### config.mk
export PLATFORM = sky130hd
export DESIGN_NAME = relay_bank_pulse_shift_driver
export DESIGN_NICKNAME = d
export VERILOG_FILES = /design/src/rtl/core/rbpsd_pkg.sv /design/src/rtl/core/relay_bank_pulse_shift_driver.sv /design/src/rtl/core/rbpsd_mode_store.sv /design/src/rtl/core/rbpsd_shifter.sv
export SDC_FILE = /design/constraint.sdc
export NUM_CORES = 1
export LEC_CHECK = 0
export ABC_AREA = 0
export BUFFER_PORTS_ARGS = -buffer_cell sky130_fd_sc_hd__buf_2
export CAP_MARGIN = 15
export CORE_UTILIZATION = 41
export DETAILED_ROUTE_END_ITERATION = 10
export HOLD_SLACK_MARGIN = 0.12
export PLACE_DENSITY = 0.6
export SKIP_CTS_REPAIR_TIMING = 1
export SYNTH_ARGS = -nofsm -noshare
export SYNTH_HDL_FRONTEND = slang
export SYNTH_HIERARCHICAL = 1
export SYNTH_SLANG_ARGS = --single-unit
### constraint.sdc
create_clock -name clk -period 3.6 [get_ports clk]
set_clock_uncertainty 0.05 [all_clocks]
set_input_delay 0 -clock clk [delete_from_list [all_inputs] [get_ports clk]]
set_output_delay 0 -clock clk [all_outputs]
set_load 0.05 [all_outputs]
### src/rtl/core/rbpsd_pkg.sv
package rbpsd_pkg;

	// Bank size and field widths
	localparam int NUM_RELAYS = 32;
	localparam int IDX_W = 5;
	localparam int CNT_W = 12;
	localparam logic [CNT_W-1:0] PULSE_LENGTH_RST = 12'h1FF;
	localparam logic [IDX_W-1:0] LAST_POS = IDX_W'(NUM_RELAYS - 1);
	localparam logic [IDX_W:0] NUM_RELAYS_EXT = (IDX_W + 1)'(NUM_RELAYS);

	// Input item actions
	typedef enum logic [1:0] {
		ACT_SET     = 2'd0,
		ACT_ARM     = 2'd1,
		ACT_REFRESH = 2'd2
	} action_t;

	// Stored relay modes; code 3 is never stored
	typedef enum logic [1:0] {
		MODE_ON    = 2'd0,
		MODE_OFF   = 2'd1,
		MODE_PULSE = 2'd2
	} mode_t;

	localparam logic [1:0] MODE_IGNORE = 2'd3;

	// Shift sequencer states
	typedef enum logic {
		SH_IDLE  = 1'b0,
		SH_SHIFT = 1'b1
	} shift_state_t;

	// Status from the shift sequencer to the top level
	typedef struct packed {
		logic busy;
		logic done;
		logic revert;
	} shift_ctl_t;

	// Single write port into the mode store
	typedef struct packed {
		logic             en;
		logic [IDX_W-1:0] idx;
		mode_t            mode;
	} mode_wr_t;

endpackage

### src/rtl/core/relay_bank_pulse_shift_driver.sv
// Set-mode and arm items yield no output item, and ready stays high for them.
// A refresh item yields 32 output items, one bit per cycle from the mode store read
// port, and output stalls pause the shift. A start enters the shift state, then the
// first bit is registered with out_valid; the next input item is taken once the
// state is idle again, from the edge that registers the last bit. Reset (arst_n low)
// sets all relays on, clears the pulse counter and loads pulse_length with 511.
module relay_bank_pulse_shift_driver
	import rbpsd_pkg::*;
(
	input  logic             clk,
	input  logic             arst_n,
	input  logic             cfg_wen,
	input  logic [CNT_W-1:0] cfg_wdata,
	input  logic             in_valid,
	output logic             in_ready,
	input  logic [1:0]       action,
	input  logic [IDX_W-1:0] relay_index,
	input  logic [1:0]       mode_code,
	output logic             out_valid,
	input  logic             out_ready,
	output logic             serial_bit,
	output logic [IDX_W-1:0] bit_position,
	output logic             latch
);

	logic [CNT_W-1:0] pulse_length_q;
	logic [CNT_W-1:0] counter_q;
	logic accept;
	logic start;
	logic set_ok;
	shift_ctl_t ctl;
	mode_wr_t wr;
	mode_t rd_mode;
	logic [IDX_W-1:0] rd_idx;

	assign in_ready = !ctl.busy;
	assign accept   = in_valid && in_ready;
	assign start    = accept && (action == ACT_REFRESH);
	assign set_ok   = accept && (action == ACT_SET) && (mode_code != MODE_IGNORE)
		&& ({1'b0, relay_index} < NUM_RELAYS_EXT);

	// Select the mode store write: set items when idle, reverts while shifting
	always_comb begin
		wr.en   = set_ok || ctl.revert;
		wr.idx  = ctl.busy ? rd_idx : relay_index;
		wr.mode = ctl.busy ? MODE_ON : mode_t'(mode_code);
	end

	// Hold the configured pulse length
	always_ff @(posedge clk or negedge arst_n) begin
		if (!arst_n) begin
			pulse_length_q <= PULSE_LENGTH_RST;
		end else if (cfg_wen) begin
			pulse_length_q <= cfg_wdata;
		end
	end

	// Arm loads the counter; a finished refresh decrements it, saturating at zero
	always_ff @(posedge clk or negedge arst_n) begin
		if (!arst_n) begin
			counter_q <= '0;
		end else if (accept && (action == ACT_ARM)) begin
			counter_q <= pulse_length_q;
		end else if (ctl.done && (counter_q != '0)) begin
			counter_q <= counter_q - CNT_W'(1);
		end
	end

	rbpsd_mode_store u_store (
		.clk     (clk),
		.arst_n  (arst_n),
		.wr      (wr),
		.rd_idx  (rd_idx),
		.rd_mode (rd_mode)
	);

	rbpsd_shifter u_shifter (
		.clk          (clk),
		.arst_n       (arst_n),
		.start        (start),
		.pulse_live   (counter_q != '0),
		.rd_mode      (rd_mode),
		.rd_idx       (rd_idx),
		.ctl          (ctl),
		.out_valid    (out_valid),
		.out_ready    (out_ready),
		.serial_bit   (serial_bit),
		.bit_position (bit_position),
		.latch        (latch)
	);

endmodule

### src/rtl/core/rbpsd_mode_store.sv
module rbpsd_mode_store
	import rbpsd_pkg::*;
(
	input  logic             clk,
	input  logic             arst_n,
	input  mode_wr_t         wr,
	input  logic [IDX_W-1:0] rd_idx,
	output mode_t            rd_mode
);

	mode_t mode_q [NUM_RELAYS];

	// Hold one mode per relay; reset puts every relay on
	always_ff @(posedge clk or negedge arst_n) begin
		if (!arst_n) begin
			for (int i = 0; i < NUM_RELAYS; i++) begin
				mode_q[i] <= MODE_ON;
			end
		end else if (wr.en) begin
			mode_q[wr.idx] <= wr.mode;
		end
	end

	// Read the relay under the shift pointer
	assign rd_mode = mode_q[rd_idx];

endmodule

### src/rtl/core/rbpsd_shifter.sv
module rbpsd_shifter
	import rbpsd_pkg::*;
(
	input  logic             clk,
	input  logic             arst_n,
	input  logic             start,
	input  logic             pulse_live,
	input  mode_t            rd_mode,
	output logic [IDX_W-1:0] rd_idx,
	output shift_ctl_t       ctl,
	output logic             out_valid,
	input  logic             out_ready,
	output logic             serial_bit,
	output logic [IDX_W-1:0] bit_position,
	output logic             latch
);

	shift_state_t state_q, state_d;
	logic [IDX_W-1:0] pos_q;
	logic live_q;
	logic out_valid_q;
	logic bit_q;
	logic [IDX_W-1:0] position_q;
	logic latch_q;
	logic advance;
	logic last;
	logic cur_bit;

	assign advance = (state_q == SH_SHIFT) && (!out_valid_q || out_ready);
	assign last    = (pos_q == LAST_POS);

	// Decode the image bit of the current relay
	always_comb begin
		case (rd_mode)
			MODE_OFF:   cur_bit = 1'b1;
			MODE_PULSE: cur_bit = live_q;
			default:    cur_bit = 1'b0;
		endcase
	end

	// Next state
	always_comb begin
		state_d = state_q;
		unique case (state_q)
			SH_IDLE: begin
				if (start) state_d = SH_SHIFT;
			end
			SH_SHIFT: begin
				if (advance && last) state_d = SH_IDLE;
			end
			default: state_d = SH_IDLE;
		endcase
	end

	// Status outputs
	always_comb begin
		ctl.busy   = (state_q == SH_SHIFT);
		ctl.done   = advance && last;
		ctl.revert = advance && (rd_mode == MODE_PULSE) && !live_q;
	end

	// Advance the state and the bit pointer
	always_ff @(posedge clk or negedge arst_n) begin
		if (!arst_n) begin
			state_q <= SH_IDLE;
			pos_q   <= '0;
			live_q  <= 1'b0;
		end else begin
			state_q <= state_d;
			if (start) begin
				pos_q  <= '0;
				live_q <= pulse_live;
			end else if (advance) begin
				pos_q <= pos_q + IDX_W'(1);
			end
		end
	end

	// Hold the output item until it is taken
	always_ff @(posedge clk or negedge arst_n) begin
		if (!arst_n) begin
			out_valid_q <= 1'b0;
		end else if (advance) begin
			out_valid_q <= 1'b1;
		end else if (out_ready) begin
			out_valid_q <= 1'b0;
		end
	end

	// Load the output payload one bit per cycle while the shift advances
	always_ff @(posedge clk) begin
		if (advance) begin
			bit_q      <= cur_bit;
			position_q <= pos_q;
			latch_q    <= last;
		end
	end

	assign rd_idx       = pos_q;
	assign out_valid    = out_valid_q;
	assign serial_bit   = bit_q;
	assign bit_position = position_q;
	assign latch        = latch_q;

endmodule
==> results of run 1 <==
## cell type report
| type | count | area [um^2] |
|---|---|---|
| Clock buffer | 14 | 285.3 |
| Clock inverter | 2 | 60.06 |
| Fill cell | 1139 | 6015 |
| Inverter | 8 | 30.03 |
| Multi-Input combinational cell | 311 | 2461 |
| Sequential cell | 103 | 2625 |
| Tap cell | 168 | 210.2 |
| Timing Repair Buffer | 69 | 525.5 |
## metal layers
| metal | share of wire | vias to the layer above | track usage |
|---|---|---|---|
| met4 | 0.014 | 0 | 0.05368 |
| met5 | 0 | - | 0 |
| met1 | 0.46 | 1821 | 0.2387 |
| met2 | 0.50 | 42 | 0.3129 |
| met3 | 0.028 | 12 | 0.04744 |
| li1 | - | 1735 | - |
## how the worst max path moves through the flow
stage,start,to,slack (ns),depth (start not counted)
2_1_floorplan,u_shifter/rd_idx[1],u_store/mode_q[14],0.56,14
3_3_place_gp,u_shifter/rd_idx[0],u_store/mode_q[23],0.28,12
3_5_place_dp,u_shifter/rd_idx[0],u_store/mode_q[6],0.16,12
4_1_cts,u_shifter/rd_idx[0],u_store/mode_q[6],0.13,12
5_1_grt,u_shifter/rd_idx[2],u_store/mode_q[38],-0.004,13
6_report,u_shifter/rd_idx[1],u_store/mode_q[14],0.26,12
## sequential cells by signal, indices dropped and copies added, names as in the netlist
signal,flops
pulse_length_q,12
counter_q,12
u_shifter/latch,1
u_shifter/state_q,1
u_shifter/serial_bit,1
u_shifter/out_valid,1
u_shifter/live_q,1
u_store/mode_q,64
u_shifter/rd_idx,5
u_shifter/bit_position,5
## layout by cell type, fill, tap and decap left out, types with 10 or more instances in the layout
cell,Yosys,routed
a21oi_1,13,13
a22oi_1,14,14
buf_2,3,33
clkbuf_16,0,10
dfrtp_1,87,86
dlygate4sd3_1,0,26
mux2_2,83,83
mux2i_1,33,33
nand2_1,32,32
nor2_1,38,38
## worst max-delay path, cell delays in order (launching register included)
cell and delay [ns]:
dfrtp_2 0.46, buf_12 0.20, mux2i_1 0.33, a22oi_1 0.14
a31oi_1 0.18, o311ai_1 0.14, inv_1 0.09, ha_1 0.15
nor4b_1 0.24, a21o_1 0.22, or3b_1 0.45, nor2_1 0.21
mux2_2 0.35
## logic make-up after synthesis
| logic type | synth area share |
|---|---|
| buffers and inverters | 0.02922 |
| DFF | 0.5023 |
| adders and majority gates | 0.01437 |
| xor gates and xnor gates | 0.001677 |
| and+or+nand+nor | 0.1432 |
| muxes | 0.2422 |
| AOI/OAI and AO/OA | 0.06707 |
## power groups by stage
stage	Combinational [uW]	Clock (uW)	Sequential [uW]
floorplan	993	0	1720
global placement	1410	0	1650
detailed placement	1440	0	1660
CTS	1440	1140	1640
global route	1620	1180	1680
finish	1480	1110	1640
## per-stage QoR
step	hold WS [ns]	instances
2_1_floorplan	-0.3456	442
3_3_place_gp	0.1216	633
3_5_place_dp	0.1397	633
4_1_cts	-0.2362	649
5_1_grt	0.1868	675
6_report	0.1397	675
==> results.json, run 1 <==
{
  "layout_min_cycle_time_ns": 3.336,
  "timing.rr.start": "u_shifter/rd_idx[1]",
  "finalHoldViolCount": 0,
  "peakVddDrop_mv": 0.3494,
  "netlist_instances": 442,
  "syn2layout_area_growth_pct": 18.63,
  "syn_area_mm2": 0.005224,
  "worstSetupPathType": "flip-flop to flip-flop",
  "ys_types": 53,
  "p_clk_frac": 0.263,
  "worst_slack_ns": 0.2636,
  "outcome": "finished clean",
  "syn_area_per_cell_um2": 11.82,
  "syn_nets": 474,
  "yosysTopAreaCellShare": 0.4168,
  "die_h_um": 114.9,
  "synthFlopType": "dfrtp_1",
  "min_from": "action[1]",
  "routabilityCongestion": 0.8072,
  "cts_buffer_depth": 2,
  "ys_async_sr_fraction": 0.9320,
  "r2r_slack_ns": 0.26,
  "io_buffers": 34,
  "synth_edf_count": 7,
  "fin_setup_tns_ns": 0,
  "switchingPower_uw": 1514,
  "finish.utilization": 0.5075,
  "worst_slew_pin_slew_ns": 0.9140,
  "ios": 35,
  "critPathArrivalTime_ns": 3.52,
  "grt_start_max_net_pins": 71,
  "rr_worst_depth": 12,
  "synth_area_leader_cell": "dfrtp_1",
  "place_area_mm2": 0.005578,
  "die_w_um": 114.9,
  "post-synth-top-count-cell": "dfrtp_1",
  "power_uw": 4239,
  "setup_viol": 0,
  "ys_ff_latch": 103,
  "dp_worst_setup_slack_ns": 0.1578,
  "synth_area_leaders": "dfrtp_1 42%, mux2_2 18%, mux2i_1 6.3%",
  "cts_buffers": 9,
  "start_util": 0.4278,
  "slew_violations": 0,
  "hold_path_end": "u_shifter/rd_idx[1]",
  "switching_share": 0.3572,
  "post_drt_wl_per_cell_um": 16.98,
  "required_ns": 3.79,
  "p_leak_uw": 0.002785,
  "route.vias.total": 3610,
  "critPathLaunchType": "flip-flop",
  "synth.top_cells.by_count": "87 x dfrtp_1, 83 x mux2_2, 38 x nor2_1",
  "grt_use_total": 0.1866,
  "h-tree-depth": 3,
  "num_rows": 40,
  "cts_tree": "done",
  "num-nets-final": 534,
  "power_frac_seq": 0.388,
  "first_global_vias": 3519,
  "cts-root-buf": "clkbuf_16",
  "hpwl_um": 7870,
  "antenna_left": 0,
  "cp_max_fo": 16,
  "core-area_mm2": 0.01221,
  "period_share": 0.9268,
  "hold_depth": 3,
  "ys_seq_area_frac": 0.5023,
  "die_area_mm2": 0.01320,
  "pwr-share-comb": 0.350,
  "drive_above_1_share": 0.3314,
  "cts.clk_slew.worst_paths_ns": 0.07,
  "grt_pass1_wl_um": 18590,
  "cp-end-kind": "flip-flop",
  "dr.pass1.iters": 4,
  "fmax_mhz": 299.7,
  "hold_class": "input pin to flip-flop",
  "insertion_delay_ns": 0.35,
  "diodes": 0,
  "drt-vias-per-instance": 5.348,
  "max_slew_margin": 0.3907,
  "drc": 0,
  "routed_wl_um": 11460,
  "drt_iter0_markers": 142,
  "yosys_warnings": 6,
  "overflow": 0,
  "p_per_area_mw_per_mm2": 683.9,
  "cts_sinks": 103,
  "antenna_found_initial": 0,
  "final_cell_area_mm2": 0.006197,
  "reg2reg_to": "u_store/mode_q[14]",
  "p_int_uw": 2725,
  "max-cap-violations": 0
}
Note: power is estimated with default switching activity, not from simulation.
==> run 2: changes to the inputs <==
Settings changed: PLACE_DENSITY 0.6 to 0.62.
Clock period 3.6 ns to 2.69 ns, I/O delays scaled along.
==> run 2 against run 1 <==
- the flow now finishes with violations (negative setup slack)
- sequential power increased by 34%
- critical path depth unchanged
- register-to-register slack got worse by 0.85 ns
- largest cell class is now multi-input gates
- largest power group is now combinational cells
- highest routed layer unchanged
==> results.json, run 2 (same netlist as run 1, synthesis figures left out) <==
{
  "core-area_mm2": 0.01221,
  "multi_input_area_mm2": 0.002701,
  "critical-path-slowest-cell": "or3b_4",
  "rr_worst_depth": 12,
  "drive_above_1_share": 0.4381,
  "grt_pass1_wl_um": 19240,
  "hold_class": "input pin to async pin",
  "p_per_area_mw_per_mm2": 917.0,
  "rsz0062_at_grt": "true",
  "drt_iter0_markers": 144,
  "start_util": 0.4278,
  "io_buffers": 34,
  "routed_wl_um": 12340,
  "worst_slew_pin_slew_ns": 0.6634,
  "grt_start_max_net_pins": 57,
  "die_w_um": 114.9,
  "max-cap-violations": 0,
  "max_slew_margin": 0.5568,
  "cts_sinks": 103,
  "syn2layout_area_growth_pct": 28.34,
  "overflow": 0,
  "layout_commonest_cell": "dfrtp_1",
  "antenna_found_initial": 0,
  "peakVddDrop_mv": 0.3677,
  "seq_area_mm2": 0.002625,
  "worst_slack_ns": -0.5861,
  "h-tree-depth": 3,
  "slew_violations": 0,
  "ios": 35,
  "hpwl_um": 8292,
  "power_uw": 6147,
  "antenna_left": 0,
  "fillers": 1079,
  "num_rows": 40,
  "timing.hold.ws_ns": 0.1371,
  "cts_tree": "done",
  "mostFrequentLayoutCells": "86 x dfrtp_1, 71 x mux2_2, 39 x buf_4",
  "cts-root-buf": "clkbuf_16",
  "cp-startpoint": "u_shifter/rd_idx[1]",
  "cp-end-kind": "flip-flop",
  "outcome": "complete, but fails checks",
  "top_register": "u_store/mode_q",
  "dr.pass1.iters": 4,
  "drc": 0,
  "period_share": 1.218,
  "p_leak_uw": 0.003019,
  "cts_buffer_depth": 2,
  "dp_worst_setup_slack_ns": -0.5444,
  "post_drt_wl_per_cell_um": 17.40,
  "routabilityCongestion": 0.7955,
  "die_h_um": 114.9,
  "required_ns": 2.88,
  "r2r_slack_ns": -0.59,
  "worstSetupPathType": "flip-flop to flip-flop",
  "finalHoldViolCount": 0,
  "final_cell_count_no_fill": 709,
  "die_area_mm2": 0.01320,
  "fmax_mhz": 305.2,
  "largest_register_ffs": 64,
  "cp_cell_sequence": "buf_12 > buf_4 > mux2i_1 > a22oi_1 > nand4b_1 > o311ai_2 > ha_2 > nor4b_4 > a21o_1 > or3b_4 > nor2_4 > mux2_2",
  "slowest_delay_ns": 0.49,
  "critPathArrivalTime_ns": 3.47,
  "route.vias.total": 3770,
  "cp_max_fo": 6,
  "setup_viol": 64,
  "critPathLaunchType": "flip-flop",
  "insertion_delay_ns": 0.35,
  "diodes": 0,
  "timing.rr.start": "u_shifter/rd_idx[1]",
  "grt_use_total": 0.1933,
  "num-nets-final": 568,
  "drt-vias-per-instance": 5.317,
  "cts_buffers": 9,
  "top_regs": "u_store/mode_q x64, counter_q x12, pulse_length_q x12",
  "fin_setup_tns_ns": -30.81,
  "first_global_vias": 3715,
  "reg2reg_to": "u_store/mode_q[39]",
  "crit_path_end": "u_store/mode_q[39]",
  "placed_cells": 654,
  "layout_min_cycle_time_ns": 3.276,
  "violations": "negative setup slack",
  "cts.clk_slew.worst_paths_ns": 0.07
}
[run 2: where the power goes]
group	total [uW]	internal (uW)	switching [uW]
combinational	2550	1170	1380
clock	1400	790	608
sequential	2200	1890	304
[run 2: layout make-up]
cell class	count	share of cell area
multi-input combinational	311	0.4029
sequential	103	0.3916
timing repair buffer	103	0.1215
clock buffer	10	0.03733
tap	168	0.03136
clock inverter	6	0.01082
inverter	8	0.004479
[run 2: per-layer routing]
metal / share of wire / vias to the layer above / track usage
li1: - / 1792 / -
met4: 0.012 / 0 / 0.05281
met3: 0.034 / 8 / 0.05166
met2: 0.50 / 65 / 0.3257
met1: 0.45 / 1905 / 0.2453
met5: 0 / - / 0
[run 2: worst max-delay path, delay by kind of cell, from the launching register on]
family / cells / cell delay, ns
buffers and inverters: 2 / 0.33
AND/OR/NAND/NOR: 4 / 0.97
flip-flops: 1 / 0.48
adder cells (fa/ha/maj): 1 / 0.25
AO/OA/AOI/OAI: 3 / 0.60
multiplexers: 2 / 0.48
[run 2: how the worst min path moves through the flow]
stage,cells after the start,to,slack (ns)
floorplan,0,counter_q[0],-0.35
global placement,1,u_shifter/rd_idx[0],-0.03
detailed placement,1,u_shifter/rd_idx[0],-0.02
CTS,1,u_store/mode_q[28],-0.40
global route,3,u_shifter/rd_idx[0],0.17
finish,2,u_shifter/rd_idx[0],0.14
[run 2: stage by stage]
step,utilization,area [um^2]
global placement,0.4731,5777
finish,0.5490,6704
CTS,0.4995,6100
global route,0.5490,6704
detailed placement,0.4731,5777
floorplan,-,5253
